## src/rtl/core/rar_pkg.sv

```systemverilog
package rar_pkg;

   // field widths
   localparam int NUM_W     = 16;
   localparam int DEN_W     = 15;
   localparam int SUM_NUM_W = 32;
   localparam int SUM_DEN_W = 30;
   // magnitude of the cross sum, also the width of the gcd and quotients
   localparam int MAG_W     = 31;

   // packed bus widths, rounded up to whole bytes
   localparam int REQ_TDATA_W = 64;
   localparam int RSP_TDATA_W = 64;

   // request field positions
   localparam int A_NUM_LSB = 0;
   localparam int A_DEN_LSB = A_NUM_LSB + NUM_W;
   localparam int B_NUM_LSB = A_DEN_LSB + DEN_W;
   localparam int B_DEN_LSB = B_NUM_LSB + NUM_W;
   localparam int REQ_USED_W = B_DEN_LSB + DEN_W;

   // response field positions
   localparam int SUM_NUM_LSB = 0;
   localparam int SUM_DEN_LSB = SUM_NUM_LSB + SUM_NUM_W;
   localparam int RSP_USED_W  = SUM_DEN_LSB + SUM_DEN_W;

   // division steps, one quotient bit each
   localparam int DIV_STEPS = MAG_W;
   localparam int CNT_W     = $clog2(DIV_STEPS);

endpackage

```

## src/rtl/core/rational_add_reduce_core.sv

```systemverilog
// Channel | Dir | Contents (tdata, lowest bits first)
// req_*   | in  | a_num[15:0], a_den[30:16], b_num[46:31], b_den[61:47], zero[63:62]
// rsp_*   | out | sum_num[31:0], sum_den[61:32], zero[63:62]
//
// One item at a time: req_tready is high only while the sequencer is idle.
// Every item passes the multiply states MUL0-MUL2 and the sign state; a zero sum then goes
// straight to the load. Otherwise the common-factor shifts, the binary gcd loop (one shift or
// subtract a cycle), 31 division steps and the load follow; a zero den skips shifts and gcd.
// A finished result waits in the output register while a new item may be taken; only the
// final load stalls on rsp_tready. Synchronous reset clears the sequencer and rsp_tvalid.
module rational_add_reduce_core
   import rar_pkg::*;
(
   input  logic                   clock,
   input  logic                   reset,
   input  logic                   req_tvalid,
   output logic                   req_tready,
   input  logic [REQ_TDATA_W-1:0] req_tdata,   // a_num, a_den, b_num, b_den, pad
   output logic                   rsp_tvalid,
   input  logic                   rsp_tready,
   output logic [RSP_TDATA_W-1:0] rsp_tdata    // sum_num, sum_den, pad
);

   typedef logic [3:0] state_type;

   localparam state_type ST_IDLE = 4'd0;
   localparam state_type ST_MUL0 = 4'd1;
   localparam state_type ST_MUL1 = 4'd2;
   localparam state_type ST_MUL2 = 4'd3;
   localparam state_type ST_SIGN = 4'd4;
   localparam state_type ST_TWOS = 4'd5;
   localparam state_type ST_GCD  = 4'd6;
   localparam state_type ST_DIV  = 4'd7;
   localparam state_type ST_OUT  = 4'd8;

   state_type state_ff, state_in;

   // captured operands
   logic signed [NUM_W-1:0] a_num_ff, a_num_in, b_num_ff, b_num_in;
   logic [DEN_W-1:0]        a_den_ff, a_den_in, b_den_ff, b_den_in;

   // shared multiplier
   logic signed [NUM_W-1:0]     mul_a, mul_b;
   logic signed [SUM_NUM_W-1:0] mul_p;

   logic signed [SUM_NUM_W-1:0] acc_ff, acc_in;
   logic [SUM_DEN_W-1:0]        den_ff, den_in;
   logic                        neg_ff, neg_in;
   logic [SUM_NUM_W-1:0]        acc_abs;

   // gcd working values
   logic [MAG_W-1:0] x_ff, x_in, y_ff, y_in, g_ff, g_in;
   logic [CNT_W-1:0] k_ff, k_in;

   // division: quotient registers start as dividends
   logic [MAG_W-1:0] qn_ff, qn_in, qd_ff, qd_in;
   logic [MAG_W-1:0] rn_ff, rn_in, rd_ff, rd_in;
   logic [CNT_W-1:0] cnt_ff, cnt_in;
   logic [MAG_W:0]   rn_sh, rd_sh, rn_sub, rd_sub;
   logic             rn_ge, rd_ge;

   // output register
   logic                 rsp_tvalid_ff, rsp_tvalid_in;
   logic [SUM_NUM_W-1:0] rsp_num_ff, rsp_num_in;
   logic [SUM_DEN_W-1:0] rsp_den_ff, rsp_den_in;

   assign req_tready = (state_ff == ST_IDLE);
   assign rsp_tvalid = rsp_tvalid_ff;
   assign rsp_tdata  = {{(RSP_TDATA_W-RSP_USED_W){1'b0}}, rsp_den_ff, rsp_num_ff};

   // operand select for the multiplier
   always_comb begin
      unique case (state_ff)
         ST_MUL0: begin
            mul_a = a_num_ff;
            mul_b = signed'({1'b0, b_den_ff});
         end
         ST_MUL1: begin
            mul_a = b_num_ff;
            mul_b = signed'({1'b0, a_den_ff});
         end
         default: begin
            mul_a = signed'({1'b0, a_den_ff});
            mul_b = signed'({1'b0, b_den_ff});
         end
      endcase
      mul_p = SUM_NUM_W'(mul_a) * SUM_NUM_W'(mul_b);
   end

   assign acc_abs = acc_ff[SUM_NUM_W-1] ? (SUM_NUM_W'(0) - acc_ff) : acc_ff;

   // one restoring division step on both dividends against the same gcd
   always_comb begin
      rn_sh  = {rn_ff, qn_ff[MAG_W-1]};
      rd_sh  = {rd_ff, qd_ff[MAG_W-1]};
      rn_sub = rn_sh - {1'b0, g_ff};
      rd_sub = rd_sh - {1'b0, g_ff};
      rn_ge  = (rn_sh >= {1'b0, g_ff});
      rd_ge  = (rd_sh >= {1'b0, g_ff});
   end

   // sequencer
   always_comb begin
      state_in      = state_ff;
      a_num_in      = a_num_ff;
      a_den_in      = a_den_ff;
      b_num_in      = b_num_ff;
      b_den_in      = b_den_ff;
      acc_in        = acc_ff;
      den_in        = den_ff;
      neg_in        = neg_ff;
      x_in          = x_ff;
      y_in          = y_ff;
      g_in          = g_ff;
      k_in          = k_ff;
      qn_in         = qn_ff;
      qd_in         = qd_ff;
      rn_in         = rn_ff;
      rd_in         = rd_ff;
      cnt_in        = cnt_ff;
      rsp_num_in    = rsp_num_ff;
      rsp_den_in    = rsp_den_ff;
      rsp_tvalid_in = rsp_tvalid_ff;

      if (rsp_tvalid_ff && rsp_tready) begin
         rsp_tvalid_in = 1'b0;
      end

      unique case (state_ff)
         ST_IDLE: begin
            if (req_tvalid) begin
               a_num_in = req_tdata[A_NUM_LSB +: NUM_W];
               a_den_in = req_tdata[A_DEN_LSB +: DEN_W];
               b_num_in = req_tdata[B_NUM_LSB +: NUM_W];
               b_den_in = req_tdata[B_DEN_LSB +: DEN_W];
               state_in = ST_MUL0;
            end
         end
         ST_MUL0: begin
            acc_in   = mul_p;
            state_in = ST_MUL1;
         end
         ST_MUL1: begin
            acc_in   = acc_ff + mul_p;
            state_in = ST_MUL2;
         end
         ST_MUL2: begin
            den_in   = mul_p[SUM_DEN_W-1:0];
            state_in = ST_SIGN;
         end
         ST_SIGN: begin
            if (acc_ff == '0) begin
               // zero sum comes out as 0/1
               neg_in   = 1'b0;
               qn_in    = '0;
               qd_in    = MAG_W'(1);
               state_in = ST_OUT;
            end else begin
               neg_in = acc_ff[SUM_NUM_W-1];
               qn_in  = acc_abs[MAG_W-1:0];
               qd_in  = {1'b0, den_ff};
               x_in   = acc_abs[MAG_W-1:0];
               y_in   = {1'b0, den_ff};
               k_in   = '0;
               rn_in  = '0;
               rd_in  = '0;
               cnt_in = CNT_W'(DIV_STEPS - 1);
               if (den_ff == '0) begin
                  // gcd with zero is the magnitude itself
                  g_in     = acc_abs[MAG_W-1:0];
                  state_in = ST_DIV;
               end else begin
                  state_in = ST_TWOS;
               end
            end
         end
         ST_TWOS: begin
            // strip common factors of two
            if (!x_ff[0] && !y_ff[0]) begin
               x_in = x_ff >> 1;
               y_in = y_ff >> 1;
               k_in = k_ff + CNT_W'(1);
            end else begin
               state_in = ST_GCD;
            end
         end
         ST_GCD: begin
            priority if (!x_ff[0]) begin
               x_in = x_ff >> 1;
            end else if (!y_ff[0]) begin
               y_in = y_ff >> 1;
            end else if (x_ff == y_ff) begin
               g_in     = x_ff << k_ff;
               state_in = ST_DIV;
            end else if (x_ff > y_ff) begin
               x_in = x_ff - y_ff;
            end else begin
               y_in = y_ff - x_ff;
            end
         end
         ST_DIV: begin
            rn_in  = rn_ge ? rn_sub[MAG_W-1:0] : rn_sh[MAG_W-1:0];
            rd_in  = rd_ge ? rd_sub[MAG_W-1:0] : rd_sh[MAG_W-1:0];
            qn_in  = {qn_ff[MAG_W-2:0], rn_ge};
            qd_in  = {qd_ff[MAG_W-2:0], rd_ge};
            cnt_in = cnt_ff - CNT_W'(1);
            if (cnt_ff == '0) begin
               state_in = ST_OUT;
            end
         end
         ST_OUT: begin
            // load the output register once it is free
            if (!rsp_tvalid_ff || rsp_tready) begin
               rsp_num_in    = neg_ff ? (SUM_NUM_W'(0) - {1'b0, qn_ff}) : {1'b0, qn_ff};
               rsp_den_in    = qd_ff[SUM_DEN_W-1:0];
               rsp_tvalid_in = 1'b1;
               state_in      = ST_IDLE;
            end
         end
         default: begin
            state_in = ST_IDLE;
         end
      endcase
   end

   // control registers
   always_ff @(posedge clock) begin
      if (reset) begin
         state_ff      <= ST_IDLE;
         rsp_tvalid_ff <= 1'b0;
      end else begin
         state_ff      <= state_in;
         rsp_tvalid_ff <= rsp_tvalid_in;
      end
   end

   // datapath registers
   always_ff @(posedge clock) begin
      a_num_ff   <= a_num_in;
      a_den_ff   <= a_den_in;
      b_num_ff   <= b_num_in;
      b_den_ff   <= b_den_in;
      acc_ff     <= acc_in;
      den_ff     <= den_in;
      neg_ff     <= neg_in;
      x_ff       <= x_in;
      y_ff       <= y_in;
      g_ff       <= g_in;
      k_ff       <= k_in;
      qn_ff      <= qn_in;
      qd_ff      <= qd_in;
      rn_ff      <= rn_in;
      rd_ff      <= rd_in;
      cnt_ff     <= cnt_in;
      rsp_num_ff <= rsp_num_in;
      rsp_den_ff <= rsp_den_in;
   end

endmodule

```

## config.mk

```make
export PLATFORM = sky130hd
export DESIGN_NAME = rational_add_reduce_core
export DESIGN_NICKNAME = d
export VERILOG_FILES = /design/src/rtl/core/rar_pkg.sv /design/src/rtl/core/rational_add_reduce_core.sv
export SDC_FILE = /design/constraint.sdc
export NUM_CORES = 2
export LEC_CHECK = 0
export BUFFER_PORTS_ARGS = -buffer_cell sky130_fd_sc_hd__buf_2
export CELL_PAD_IN_SITES_DETAIL_PLACEMENT = 1
export CELL_PAD_IN_SITES_GLOBAL_PLACEMENT = 1
export CORE_UTILIZATION = 45
export DETAILED_ROUTE_END_ITERATION = 10
export HOLD_SLACK_MARGIN = 0.02
export PLACE_DENSITY = 0.74
export SYNTH_ARGS = -nofsm -noshare
export SYNTH_HDL_FRONTEND = slang
export SYNTH_SLANG_ARGS = --single-unit
```

## constraint.sdc

```tcl
create_clock -name clock -period 12.7 [get_ports clock]
set_input_delay 2.54 -clock clock [delete_from_list [all_inputs] [get_ports clock]]
set_output_delay 2.54 -clock clock [all_outputs]
set_load 0.02 [all_outputs]
```

== Word level (Yosys, flattened, before mapping) ==
Index checks and enable logic that the tools add are counted.

* Eq/ne operators: 24
* Muxes and demuxes: 52
* Add/sub/neg operators: 9
* Reductions and logical operators: 25
* Shift operators: 1
* Order comparisons: 3
* $mul: 1

{| class="wikitable"
|+ Operator list
! cell !! number
|-
| $mux 31 || 23
|-
| $pmux 31 s2 || 5
|-
| $pmux 31 s3 || 2
|-
| $sub 31x31->31 || 4
|-
| $ge 32x31->1 || 2
|-
| $pmux 32 s2 || 1
|-
| $pmux 4 s9 || 1
|-
| $add 32x32->32 || 1
|-
| $logic_not 32->1 || 1
|-
| $mul 16x16->32 || 1
|-
| $mux 4 || 8
|-
| $pmux 16 s2 || 1
|-
| $sub 1x31->32 const A || 1
|-
| $eq 31x31->1 || 1
|-
| $gt 31x31->1 || 1
|-
| $shl 31x5->31 || 1
|-
| $sub 1x31->31 const A || 1
|-
| $logic_not 30->1 || 1
|-
| $mux 30 || 1
|-
| $ne 2x2->1 const B || 10
|-
| $pmux 5 s2 || 2
|-
| $reduce_and 6->1 || 3
|-
| $eq 4x3->1 const B || 4
|-
| $mux 15 || 1
|-
| other kinds (20) || 38
|}

* Output and inout port bits: 66
* Logic and storage cells: 138
* Input bits: 68
* Flip-flop bits (word level): 419

== Depth between registers and ports, before layout ==
* Depth in word-level cells: 6
* Depth in mapped cells: 41

== Least setup slack after synthesis ==
OpenSTA, ideal clock, no wires.

* Path kind: flip-flop to flip-flop
* From: register state_ff[2]
* To: register acc_ff[31] (data pin)
* Setup slack: 3.422 ns
* Cell stages (with the launch flop): 35
* Data required time: 12.432 ns
* Setup time: 0.268 ns
* Arrival: 9.010 ns
* Cells stage by stage: dfxtp_1 > clkbuf_1 > nor3_1 > clkbuf_1 > clkbuf_1 > buf_1 > mux2i_1 > nor2_1 > fa_1 > inv_1 > fa_1 > inv_1 > fa_1 > fa_1 > fa_1 > inv_1 > fa_1 > inv_1 > ha_1 > o21a_1 > o21ai_0 > a211oi_1 > a21o_1 > a21oi_1 > xnor2_1 > ha_1 > a21o_1 > a31o_2 > o31ai_1 > a211oi_1 > nor4bb_1 > nor4_1 > o31a_1 > nor3_1 > xnor3_1

* Word-level cells in the longest chain between the ends: 5
* Elaborated cells between the ends (all ways): 7
* Classes of those cells: add/sub (1); mul (1); eq/ne (2); mux (3)

{| class="wikitable"
|+ Ends and longest elaborated chain
! what !! line !! text
|-
| start, declared || rational_add_reduce_core.sv:36 || <nowiki>state_type state_ff, state_in;</nowiki>
|-
| start signal, assigned || rational_add_reduce_core.sv:232 || <nowiki>state_ff <= state_in;</nowiki>
|-
| $eq 4x2->1 or $eq 4x1->1 (tied branches) || rational_add_reduce_core.sv:73 || <nowiki>unique case (state_ff)</nowiki>
|-
| $pmux 16 s2 or $mux 15 (tied branches) || rational_add_reduce_core.sv:73 ||
|-
| $mul 16x16->32 (*) || rational_add_reduce_core.sv:87 || <nowiki>mul_p = SUM_NUM_W'(mul_a) * SUM_NUM_W'(mul_b);</nowiki>
|-
| via mul_p[19] || rational_add_reduce_core.sv:44 || <nowiki>logic signed [SUM_NUM_W-1:0] mul_p;</nowiki>
|-
| $add 32x32->32 (*) || rational_add_reduce_core.sv:144 || <nowiki>acc_in = acc_ff + mul_p;</nowiki>
|-
| $pmux 32 s2 (*) || rational_add_reduce_core.sv:129 || <nowiki>unique case (state_ff)</nowiki>
|-
| via acc_in[31] || rational_add_reduce_core.sv:46 || <nowiki>logic signed [SUM_NUM_W-1:0] acc_ff, acc_in;</nowiki>
|-
| end signal, assigned || rational_add_reduce_core.sv:243 || <nowiki>acc_ff <= acc_in;</nowiki>
|-
| end, declared || rational_add_reduce_core.sv:46 ||
|}

The timed path passes the listed nets; every way through them passes the cells marked *.
A chain may end at the register's enable or synchronous reset.

== Final worst setup path ==
* From: register state_ff[1]
* To: register acc_ff[31] (data pin)

The elaborated chain is that of the path after synthesis.

==> results.yml <==
sta:
  layout_setup_ws_ns: 1.56
  fin_crit_sh: 0.877
  slew_viol_final: 0
  rsz0062_at_grt: "no"
  slew_headroom: 0.188
  finalHoldViolCount: 0
  fmax_mhz: 89.8
  tightest_slew_ns: 1.21
  skew_ns: 0.0733
  setup_viol: 0
  fin_crit_ns: 11.14
  fin_tns_setup_ns: 0
layout:
  mostFrequentLayoutCells: "nand2_1, inv_1, edfxtp_1"
  fin_area_um2: 40400
  drive_above_1_share: 0.0843
  layout_commonest_cell: "nand2_1"
  synthToLayoutAreaGrowth_pct: 9.54
  fin_util: 0.500
  fillers: 9131
  nets: 4484
clock_network:
  cts.clk_slew.worst_paths_ns: 0.06
  ctsHoldBuffers: 0
  post-cts-setup-buffers: 0
  clockBufferDepth: 3
  clk_latency_ns: 0.64
  root_buffer: "clkbuf_16"
  cts_made_buffers: 51
  ctsResizeCount: 0
  cts_max_level: 2
  cts_tree: "built"
  clock-sinks: 419
yosys:
  ys_types: 80
  yosys_register_bits: 419
  synth_area_leaders: "edfxtp_1, fa_1, ha_1"
  syn_area_um2: 36900
  synth_edf_count: 414
  syn_inst: 3867
  synthArstFlopShare: 0
  ys_seq_area_frac: 0.340
  synth_top_area_share: 0.337
  ys_warn_count: 0
  synth_top_area_cell: "edfxtp_1"
  synth_ff_type: "edfxtp_1"
  synth.avg_cell_area_um2: 9.53
floorplanning:
  fp.dieW_um: 288
  initial_core_util: 0.456
  design.core.area_um2: 80800
  fp.dieH_um: 288
  io_pins: 134
  placementRows: 104
  dieArea_um2: 83100
drt:
  vias: 29463
  ant_nets: 0
  firstDrtPassIters: 8
  via_per_inst: 5.86
  drtIter0Drc: 1928
  wl_per_cell_um: 23.2
  drc_errors: 24
  wirelength_mm: 116
grt:
  grt_max_degree: 93
  gr-total-overflow: 0
  antenna_found_initial: 1
  grt_first_pass_wirelength_mm: 178
  grt_use_total: 0.279
  grt_pass1_vias: 31119
place:
  dp_hpwl_mm: 90.7
  pre_cts_ws_ns: 1.62
  dpl_cell_area_um2: 38600
  port_buffers: 129
  gp_congestion: 0.974
setup_path:
  critPathMaxFanout: 41
  r2r-start: "state_ff[1]$_SDFFE_PP0P_"
  critPathBufInv: 6
  arrival_ns: 11.50
  critPathMostFrequentCell: "fa_1"
  path_delay_family: "adder cells"
  cp_slowest_cell: "mux2i_2"
  max_stage_delay_ns: 0.93
  critPathLaunchType: "flop"
  end_kind: "flop"
  crit_type: "reg -> reg"
  worstPathRequired_ns: 13.06
  startpoint: "state_ff[1]$_SDFFE_PP0P_"
outcome:
  status: "finished, violations left"
  violations: "design-rule violations"
job:
  drv_cap: 0
hold_path:
  min_path_type: "reg -> reg"
  hp-start: "qd_ff[16]$_DFFE_PP_"
## worst paths after layout
kind / to / slack (ns) / cells after the start
max: acc_ff[31]$_DFFE_PN_ / 1.56 / 35
min: rsp_den_ff[16]$_DFFE_PP_ / 0.45 / 0
max reg2reg: acc_ff[31]$_DFFE_PN_ / 1.56 / 35
min reg2reg: rsp_den_ff[16]$_DFFE_PP_ / 0.45 / 0
## flip-flops by register name, indices dropped and copies added, names as in the netlist
signal,cells
qn_ff,31
acc_ff,32
rsp_num_ff,32
b_den_ff,15
k_ff,5
rsp_den_ff,30
y_ff,31
a_num_ff,16
den_ff,30
rd_ff,31
x_ff,31
neg_ff,1
state_ff,4
g_ff,31
a_den_ff,15
rsp_tvalid,1
b_num_ff,16
cnt_ff,5
qd_ff,31
rn_ff,31
## cells in the mapped netlist (41+ instances only)
master	instances
nand2_1	486
inv_1	449
edfxtp_1	414
nor2_1	319
a21oi_1	254
fa_1	251
ha_1	243
o21ai_0	216
clkbuf_1	147
xnor2_1	125
a21o_1	97
xor2_1	92
mux2i_1	64
a22oi_1	48
nor3_1	41
## kinds of logic (layout without fill, tap and decap cells)
group | count (synthesis) | after routing | share of synthesized area
xor gates and xnor gates | 218 | 218 | 0.0522
other | 1 | 3 | 0.000102
AOI/OAI and AO/OA | 912 | 912 | 0.158
buffers and inverters | 616 | 712 | 0.0630
and+or+nand+nor | 1107 | 1107 | 0.133
adders and majority gates | 494 | 494 | 0.219
muxes | 100 | 100 | 0.0357
DFF | 419 | 419 | 0.340
## metrics by stage
stage,cells,hold slack [ns]
after CTS,5024,0.450
after global placement,4929,0.436
after global routing,5024,0.458
final,5025,0.454
after detailed placement,4929,0.437
after floorplan,3868,0.417
## worst reg2reg max path: cells and delay by family, from the launching register on
family	cells	cell delay, ns
buffers and inverters	6	1.00
AOI/OAI and AO/OA	10	2.39
xor gates and xnor gates	2	0.52
DFF	1	0.64
adders and majority gates	8	3.65
and+or+nand+nor	8	1.68
muxes	1	0.99
## routing by layer
metal | up-vias | global-route usage | share of wire
met5 | - | 0 | 0
met1 | 14859 | 0.346 | 0.41
met2 | 805 | 0.487 | 0.49
li1 | 13571 | - | -
met3 | 228 | 0.0364 | 0.055
met4 | 0 | 0.120 | 0.046
## cell type report
cell class / count / area, um2 / area share
flip-flops and latches: 419 / 12500 / 0.310
clock buffers: 65 / 1390 / 0.0344
multi-input cells: 2833 / 22100 / 0.548
diodes: 1 / 2.50 / 0.0000620
well taps: 1060 / 1330 / 0.0328
clock inverters: 30 / 392 / 0.00970
inverters: 449 / 1690 / 0.0417
repair buffers: 168 / 938 / 0.0232
Power is not shown: default switching activity piles up to over one toggle a cycle in this logic, so the estimate is an artifact.
